==> src/rtl/lmd_pkg.sv <==
// Shared types and constants of the damping update block.
package lmd_pkg;

  localparam int LAM_W = 40;
  localparam int DAT_W = 32;
  localparam int COST_W = 48;
  localparam int ACC_W = 64;
  localparam int EXP_W = 6;
  localparam int CFG_IDX_W = 3;
  localparam int IN_TDATA_W = 168;
  localparam int OUT_TDATA_W = 80;
  localparam int DIV_STEPS = 31;
  localparam int DIV_CNT_W = 5;

  localparam logic [LAM_W-1:0] LAM_MAX = {LAM_W{1'b1}};
  localparam logic [LAM_W-1:0] INIT_LAMBDA_RST = 40'd105;
  localparam logic [LAM_W-1:0] MIN_LAMBDA_RST = 40'd1;
  localparam logic [DAT_W-1:0] ONE_Q16 = 32'd65536;
  localparam logic [DAT_W-1:0] THIRD_Q16 = 32'd21845;

  localparam logic [CFG_IDX_W-1:0] REG_INIT_LAMBDA = 3'd0;
  localparam logic [CFG_IDX_W-1:0] REG_MIN_LAMBDA = 3'd1;
  localparam logic [CFG_IDX_W-1:0] REG_MAX_LAMBDA = 3'd2;
  localparam logic [CFG_IDX_W-1:0] REG_MIN_GAIN = 3'd3;

  localparam logic OP_RESTART = 1'b0;

  typedef enum logic [3:0] {
    ST_IDLE, ST_MUL, ST_TERM, ST_ACC, ST_DSET, ST_DIV, ST_RHO,
    ST_CUBE1, ST_CUBE2, ST_FACT, ST_SCALE, ST_UPD
  } lmd_state_t;

  typedef struct packed {
    logic load;
    logic restart;
    logic mul;
    logic term;
    logic acc;
    logic dset;
    logic div;
    logic rho;
    logic cube1;
    logic cube2;
    logic fact;
    logic scale;
    logic upd;
  } lmd_cmd_t;

  typedef struct packed {
    logic last_q;
    logic div_done;
    logic out_busy;
  } lmd_sts_t;

endpackage

==> src/rtl/lmd_ctrl.sv <==
// Sequencer that steps the datapath through accumulate and update.
module lmd_ctrl
  import lmd_pkg::*;
(
  input  logic     clk,
  input  logic     rst_n,
  input  logic     in_tvalid,
  input  logic     in_op,
  output logic     in_tready,
  input  lmd_sts_t sts,
  output lmd_cmd_t cmd
);

  lmd_state_t state_r, state_nxt;

  always_ff @(posedge clk) begin
    if (!rst_n) begin
      state_r <= ST_IDLE;
    end else begin
      state_r <= state_nxt;
    end
  end

  always_comb begin
    state_nxt = state_r;
    cmd = '0;
    in_tready = (state_r == ST_IDLE);
    case (state_r)
      ST_IDLE: begin
        if (in_tvalid) begin
          cmd.load = 1'b1;
          if (in_op == OP_RESTART) begin
            cmd.restart = 1'b1;
          end else begin
            state_nxt = ST_MUL;
          end
        end
      end
      ST_MUL: begin
        cmd.mul = 1'b1;
        state_nxt = ST_TERM;
      end
      ST_TERM: begin
        cmd.term = 1'b1;
        state_nxt = ST_ACC;
      end
      ST_ACC: begin
        cmd.acc = 1'b1;
        state_nxt = sts.last_q ? ST_DSET : ST_IDLE;
      end
      ST_DSET: begin
        cmd.dset = 1'b1;
        state_nxt = ST_DIV;
      end
      ST_DIV: begin
        cmd.div = 1'b1;
        if (sts.div_done) begin
          state_nxt = ST_RHO;
        end
      end
      ST_RHO: begin
        cmd.rho = 1'b1;
        state_nxt = ST_CUBE1;
      end
      ST_CUBE1: begin
        cmd.cube1 = 1'b1;
        state_nxt = ST_CUBE2;
      end
      ST_CUBE2: begin
        cmd.cube2 = 1'b1;
        state_nxt = ST_FACT;
      end
      ST_FACT: begin
        cmd.fact = 1'b1;
        state_nxt = ST_SCALE;
      end
      ST_SCALE: begin
        cmd.scale = 1'b1;
        state_nxt = ST_UPD;
      end
      ST_UPD: begin
        // hold until the output register is free
        if (!sts.out_busy) begin
          cmd.upd = 1'b1;
          state_nxt = ST_IDLE;
        end
      end
      default: begin
        state_nxt = ST_IDLE;
      end
    endcase
  end

endmodule

==> config.mk <==
export PLATFORM = sky130hd
export DESIGN_NAME = lmd_ctrl
export DESIGN_NICKNAME = d
export VERILOG_FILES = /design/src/rtl/lmd_pkg.sv /design/src/rtl/lmd_ctrl.sv
export SDC_FILE = /design/constraint.sdc
export NUM_CORES = 1
export LEC_CHECK = 0
export ABC_AREA = 1
export BUFFER_PORTS_ARGS = -buffer_cell sky130_fd_sc_hd__buf_2
export CAP_MARGIN = 0
export CORE_AREA = 2 2 39 41
export CTS_CLUSTER_SIZE = 10
export DETAILED_ROUTE_END_ITERATION = 6
export DIE_AREA = 0 0 41 43
export GPL_TIMING_DRIVEN = 0
export RECOVER_POWER = 50
export REMOVE_ABC_BUFFERS = 1
export SYNTH_ARGS = -nofsm -noshare
export SYNTH_HDL_FRONTEND = slang
export SYNTH_SLANG_ARGS = --single-unit
==> constraint.sdc <==
create_clock -name clk -period 2.4 [get_ports clk]
set_clock_uncertainty 0.05 [all_clocks]
set_input_delay 0.36 -clock clk [delete_from_list [all_inputs] [get_ports clk]]
set_output_delay 0.36 -clock clk [all_outputs]
set_load 0.1 [all_outputs]
# Word level (Yosys, flattened, before mapping)
# Index checks and enable logic that the tools add are counted.
[totals] ff_bits=4 input_bits=7 out_inout_bits=14
[op_classes] eq_ne=15 n_mux=21 reduce_logical=2
[op_table] operator="one-hot mux 4 bit (12 select lines)" count=1
[op_table] operator="== test 4 x 3 -> 1 bit, second input constant" count=4
[op_table] operator="== test 4 bit, second input constant" count=4
[op_table] operator="two-way mux 4 bit" count=4
[op_table] operator="two-way mux 1 bit" count=13
[op_table] operator="== test 4 x 2 -> 1 bit, second input constant" count=2
[op_table] operator="!= test 2 bit, second input constant" count=4
[op_table] operator="== test 4 x 1 -> 1 bit, second input constant" count=1
[op_table] operator="zero test 4 bit" count=1
[op_table] operator="two-way mux 2 bit" count=2
[op_table] operator="AND reduction 4 bit" count=1
[op_table] operator="two-way mux 3 bit" count=1

# Longest topological paths before layout
[depth] depth_word=3 mapped_depth=7

# Least setup slack after synthesis
# OpenSTA, ideal clock, no wires.
[synth_path] path_kind="register -> output" startpoint="register state_r[3]" endpoint="output cmd[0] (netlist bit)" arrival_ns=2.694 t_required_ns=1.990 path_slack_ns=-0.704 path_stages_with_launch=5 cell_sequence="dfxtp_1 -> inv_1 -> nor2_1 -> inv_1 -> nor3_1"
[synth_lines] element="start: declaration" line="lmd_ctrl.sv:14" rtl="lmd_state_t state_r, state_nxt;"
[synth_lines] element="start signal: assignment" line="lmd_ctrl.sv:20" rtl="state_r <= state_nxt;"
[synth_lines] element="end: declaration" line="lmd_ctrl.sv:11" rtl="output lmd_cmd_t cmd"

==> flow_summary.html <==
<table>
<tr><th>Metric</th><th>Value</th></tr>
<tr><th colspan="2">Floorplanning</th></tr>
<tr><td>Width of the die</td><td>41 microns</td></tr>
<tr><td>Core area</td><td>1384 sq um</td></tr>
<tr><td>Die Outline Area</td><td>about 1800 sq um</td></tr>
<tr><td>Y dimension of the die</td><td>43 microns</td></tr>
<tr><td>Effective utilization at floorplan</td><td>22.51%</td></tr>
<tr><td>Total I/O pin count</td><td>21</td></tr>
<tr><td>Cell row count</td><td>14</td></tr>
<tr><th colspan="2">CTS</th></tr>
<tr><td>Clock Latency Late Sink</td><td>about 0.23 ns</td></tr>
<tr><td>Level count of the clock H-tree</td><td>1</td></tr>
<tr><td>Clock-pin slew reported for the worst setup and hold paths after clock tree synthesis</td><td>0.04 ns</td></tr>
<tr><td>Clock tree from TritonCTS</td><td>built</td></tr>
<tr><td>Maximum root-to-sink buffer count</td><td>2</td></tr>
<tr><td>Post-CTS repair timing setup buffer count</td><td>0</td></tr>
<tr><td>Buffer type at the clock tree root</td><td>sky130_fd_sc_hd__clkbuf_4</td></tr>
<tr><td>Sinks on the clock net</td><td>4</td></tr>
<tr><td>Hold_buf cts</td><td>0</td></tr>
<tr><td>Total CTS buffers</td><td>3</td></tr>
<tr><td>Count of instances resized after the clock tree is built</td><td>0</td></tr>
<tr><th colspan="2">Pwr</th></tr>
<tr><td>Leakage power</td><td>0.2655 nW</td></tr>
<tr><td>Worst voltage drop across the vdd grid</td><td>between 200 and 300 uV</td></tr>
<tr><td>Tot Pwr</td><td>0.0004297 W</td></tr>
<tr><td>Cell Pwr Density</td><td>967.3 nW/um^2</td></tr>
<tr><th colspan="2">Critical path</th></tr>
<tr><td>Data required time at the worst endpoint</td><td>1.99 ns</td></tr>
<tr><td>Worst path arrival time</td><td>1.54 ns</td></tr>
<tr><td>Bufs and invs on worst path</td><td>3</td></tr>
<tr><td>List of cells traversed by the critical path</td><td>inv_1 &gt; nor2_1 &gt; inv_1 &gt; nor3_1 &gt; buf_2</td></tr>
<tr><td>Maximum fanout along the worst path</td><td>4</td></tr>
<tr><td>Critical path's largest stage delay</td><td>0.44 ns</td></tr>
<tr><td>CP most frequent cell</td><td>sky130_fd_sc_hd__inv_1</td></tr>
<tr><td>Crit path max-delay family</td><td>buffers and inverters</td></tr>
<tr><td>Critical Path Start Type</td><td>flop</td></tr>
<tr><td>Kind of critical path</td><td>flop to output port</td></tr>
<tr><td>Critical-path cell with the highest stage delay</td><td>sky130_fd_sc_hd__buf_2</td></tr>
<tr><td>Endpoint class of the critical path</td><td>output port</td></tr>
<tr><th colspan="2">Yosys</th></tr>
<tr><td>Area fraction in compound gates after synthesis</td><td>8.835%</td></tr>
<tr><td>Netlist area before placement</td><td>311.5 sq um</td></tr>
<tr><td>Synth Area in Simple Gates</td><td>51.00%</td></tr>
<tr><td>Mapped Cells</td><td>55</td></tr>
<tr><td>Post-synthesis adder-cell area fraction</td><td>0%</td></tr>
<tr><td>Dominant combinational cell family by area after synthesis</td><td>simple AND/OR/NAND/NOR gates</td></tr>
<tr><td>YS warnings</td><td>0</td></tr>
<tr><td>Number of distinct standard cells referenced by the synthesized netlist</td><td>12</td></tr>
<tr><td>Multiplexer share of the synthesized area</td><td>0%</td></tr>
<tr><td>Synthesized area divided by synthesized cell count</td><td>5.665 sq um</td></tr>
<tr><td>Post-synthesis xor/xnor area fraction</td><td>0%</td></tr>
<tr><td>Part of the Yosys area used for sequential elements</td><td>25.70%</td></tr>
<tr><td>Synthesized flop and latch total</td><td>4</td></tr>
<tr><th colspan="2">Detailed routing</th></tr>
<tr><td>Via-per-instance ratio</td><td>4.255</td></tr>
<tr><td>Overall via count from detail_route</td><td>400</td></tr>
<tr><td>Final routed DRC violation total</td><td>0</td></tr>
<tr><td>Antenna-violating nets left</td><td>0</td></tr>
<tr><td>Wirelength per Cell</td><td>8.213 microns</td></tr>
<tr><td>Total routed wirelength</td><td>772 microns</td></tr>
<tr><td>Length of the first detailed-routing pass in iterations</td><td>3</td></tr>
<tr><td>Count of routing violations after the opening detailed-route iteration</td><td>4</td></tr>
<tr><th colspan="2">Finish</th></tr>
<tr><td>Layout cells sized above 1</td><td>about 35%</td></tr>
<tr><td>Regs by FF count</td><td>state_r: 4 flops</td></tr>
<tr><td>Register with the most flip-flops</td><td>state_r</td></tr>
<tr><td>Fillcell total</td><td>163</td></tr>
<tr><td>Antenna diode instance count</td><td>0</td></tr>
<tr><td>Number of nets at the end of the flow</td><td>87</td></tr>
<tr><td>Utilization after layout</td><td>32.10%</td></tr>
<tr><td>Flip-flop count of the largest register after layout</td><td>4</td></tr>
<tr><td>Syn-to-layout area delta</td><td>42.57%</td></tr>
<tr><th colspan="2">GRT</th></tr>
<tr><td>Maximum number of pins on one net before global-route repair</td><td>8</td></tr>
<tr><td>Number of global-route vias before repair</td><td>321</td></tr>
<tr><td>Wire length of the first global-routing pass</td><td>1110 microns</td></tr>
<tr><td>Initial antenna violation count</td><td>0</td></tr>
<tr><td>Total GRT Usage</td><td>9.328%</td></tr>
<tr><td>Total global routing overflow</td><td>0</td></tr>
<tr><th colspan="2">STA</th></tr>
<tr><td>Final number of setup-violating endpoints</td><td>0</td></tr>
<tr><td>Slew at the pin closest to its max-slew limit</td><td>approximately 0.54 ns</td></tr>
<tr><td>Number of hold violations in the final report</td><td>0</td></tr>
<tr><td>Share of the clock period used by the worst path after layout</td><td>81.26%</td></tr>
<tr><td>Tightest slew margin relative to the limit</td><td>64.12%</td></tr>
<tr><td>Crit path time final</td><td>around 2.0 ns</td></tr>
<tr><td>Final Slew Violations</td><td>0</td></tr>
<tr><td>FMAX</td><td>512.8 MHz</td></tr>
<tr><td>Setup repair after global routing missed its margin</td><td>false</td></tr>
<tr><th colspan="2">Placement</th></tr>
<tr><td>Routability Congestion</td><td>0.6880</td></tr>
<tr><td>Sum of net half-perimeters after detailed placement</td><td>661.4 microns</td></tr>
<tr><td>Number of port buffers</td><td>20</td></tr>
<tr><th colspan="2">Run</th></tr>
<tr><td>Reported max-cap violation count</td><td>0</td></tr>
<tr><th colspan="2">Worst hold path</th></tr>
<tr><td>Worst min path class</td><td>input port to flop</td></tr>
<tr><th colspan="2">Status</th></tr>
<tr><td>Outcome</td><td>finished clean</td></tr>
</table>
report_power, final:
group / switching [W] / total, W / internal, W
Clock: 0.0000257 / 0.0000815 / 0.0000558
Combinational: 0.000220 / 0.000262 / 0.0000420
Sequential: 0.0000106 / 0.0000859 / 0.0000753
layer usage:
metal	up-vias	global-route usage [%]	part of all wire, %
met2	13	14.69	46
met1	173	9.936	46
met3	0	1.571	8.0
met5	-	0	0
met4	0	8.000	0
li1	214	-	-
through the flow:
step | std cells | setup WS, ns | cell area (sq um) | setup TNS [ns] | hold WS (ns)
after global routing | 94 | 0.3135 | 444.2 | 0 | 0.3316
after detailed placement | 91 | 0.6834 | 431.7 | 0 | 0.5488
final | 94 | 0.4497 | 444.2 | 0 | 0.3327
after global placement | 91 | 0.7031 | 431.7 | 0 | 0.5497
after floorplan | 55 | -0.7039 | 311.5 | -1.322 | 0.4383
after CTS | 94 | 0.4242 | 454.2 | 0 | 0.3215
final timing paths:
path / from / end / slack, ns / cells past startpoint
setup / recovery: state_r[3]$_SDFFE_PN0P_ / cmd[0] / 0.45 / 5
hold / removal: rst_n / state_r[0]$_SDFFE_PN0P_ / 0.33 / 3
setup reg to reg: state_r[3]$_SDFFE_PN0P_ / state_r[1]$_SDFFE_PN0P_ / 1.26 / 7
hold reg to reg: state_r[3]$_SDFFE_PN0P_ / state_r[0]$_SDFFE_PN0P_ / 0.55 / 3
kinds of logic (layout without fill, tap and decap cells):
logic type / count (synthesis) / after routing
AOI/OAI and AO/OA: 5 / 5
buffers and inverters: 12 / 35
DFF: 4 / 4
and+or+nand+nor: 34 / 34
cells in the final DEF, fill, tap and decap left out, types with 2 or more instances in the layout:
| cell type | n |
|---|---|
| sky130_fd_sc_hd__nand3_1 | 4 |
| sky130_fd_sc_hd__nor3_1 | 2 |
| sky130_fd_sc_hd__clkbuf_2 | 5 |
| sky130_fd_sc_hd__dfxtp_1 | 4 |
| sky130_fd_sc_hd__nand2_1 | 6 |
| sky130_fd_sc_hd__inv_1 | 11 |
| sky130_fd_sc_hd__nor2_2 | 2 |
| sky130_fd_sc_hd__buf_2 | 15 |
| sky130_fd_sc_hd__clkbuf_4 | 3 |
| sky130_fd_sc_hd__a21oi_1 | 4 |
| sky130_fd_sc_hd__nor2_1 | 18 |
synthesized netlist by cell type:
master	count	area share (%)
sky130_fd_sc_hd__nand3_1	2	3.2
sky130_fd_sc_hd__clkinv_1	1	1.2
sky130_fd_sc_hd__inv_1	11	13
sky130_fd_sc_hd__dfxtp_1	4	26
sky130_fd_sc_hd__nor2_1	18	22
sky130_fd_sc_hd__nor3_1	2	3.2
sky130_fd_sc_hd__nand3_2	3	9.6
sky130_fd_sc_hd__nand2_2	1	2.0
sky130_fd_sc_hd__a21oi_1	4	6.4
sky130_fd_sc_hd__a22oi_1	1	2.4
sky130_fd_sc_hd__nand2_1	6	7.2
sky130_fd_sc_hd__nor2_2	2	4.0
tightest hold or removal path, stage by stage:
cell and delay (ns):
sky130_fd_sc_hd__buf_2 0.11, sky130_fd_sc_hd__nand2_1 0.06, sky130_fd_sc_hd__nor2_1 0.04
area by class of cell:
class	count	area [sq um]	share of cell area (%)
timing repair buffer	20	100.1	22.54
tap	16	20.02	4.507
inverter	12	45.04	10.14
sequential	4	80.08	18.03
multi-input combinational	39	176.4	39.72
clock buffer	3	22.52	5.070
No activity file was read; power rests on OpenSTA's default activity.
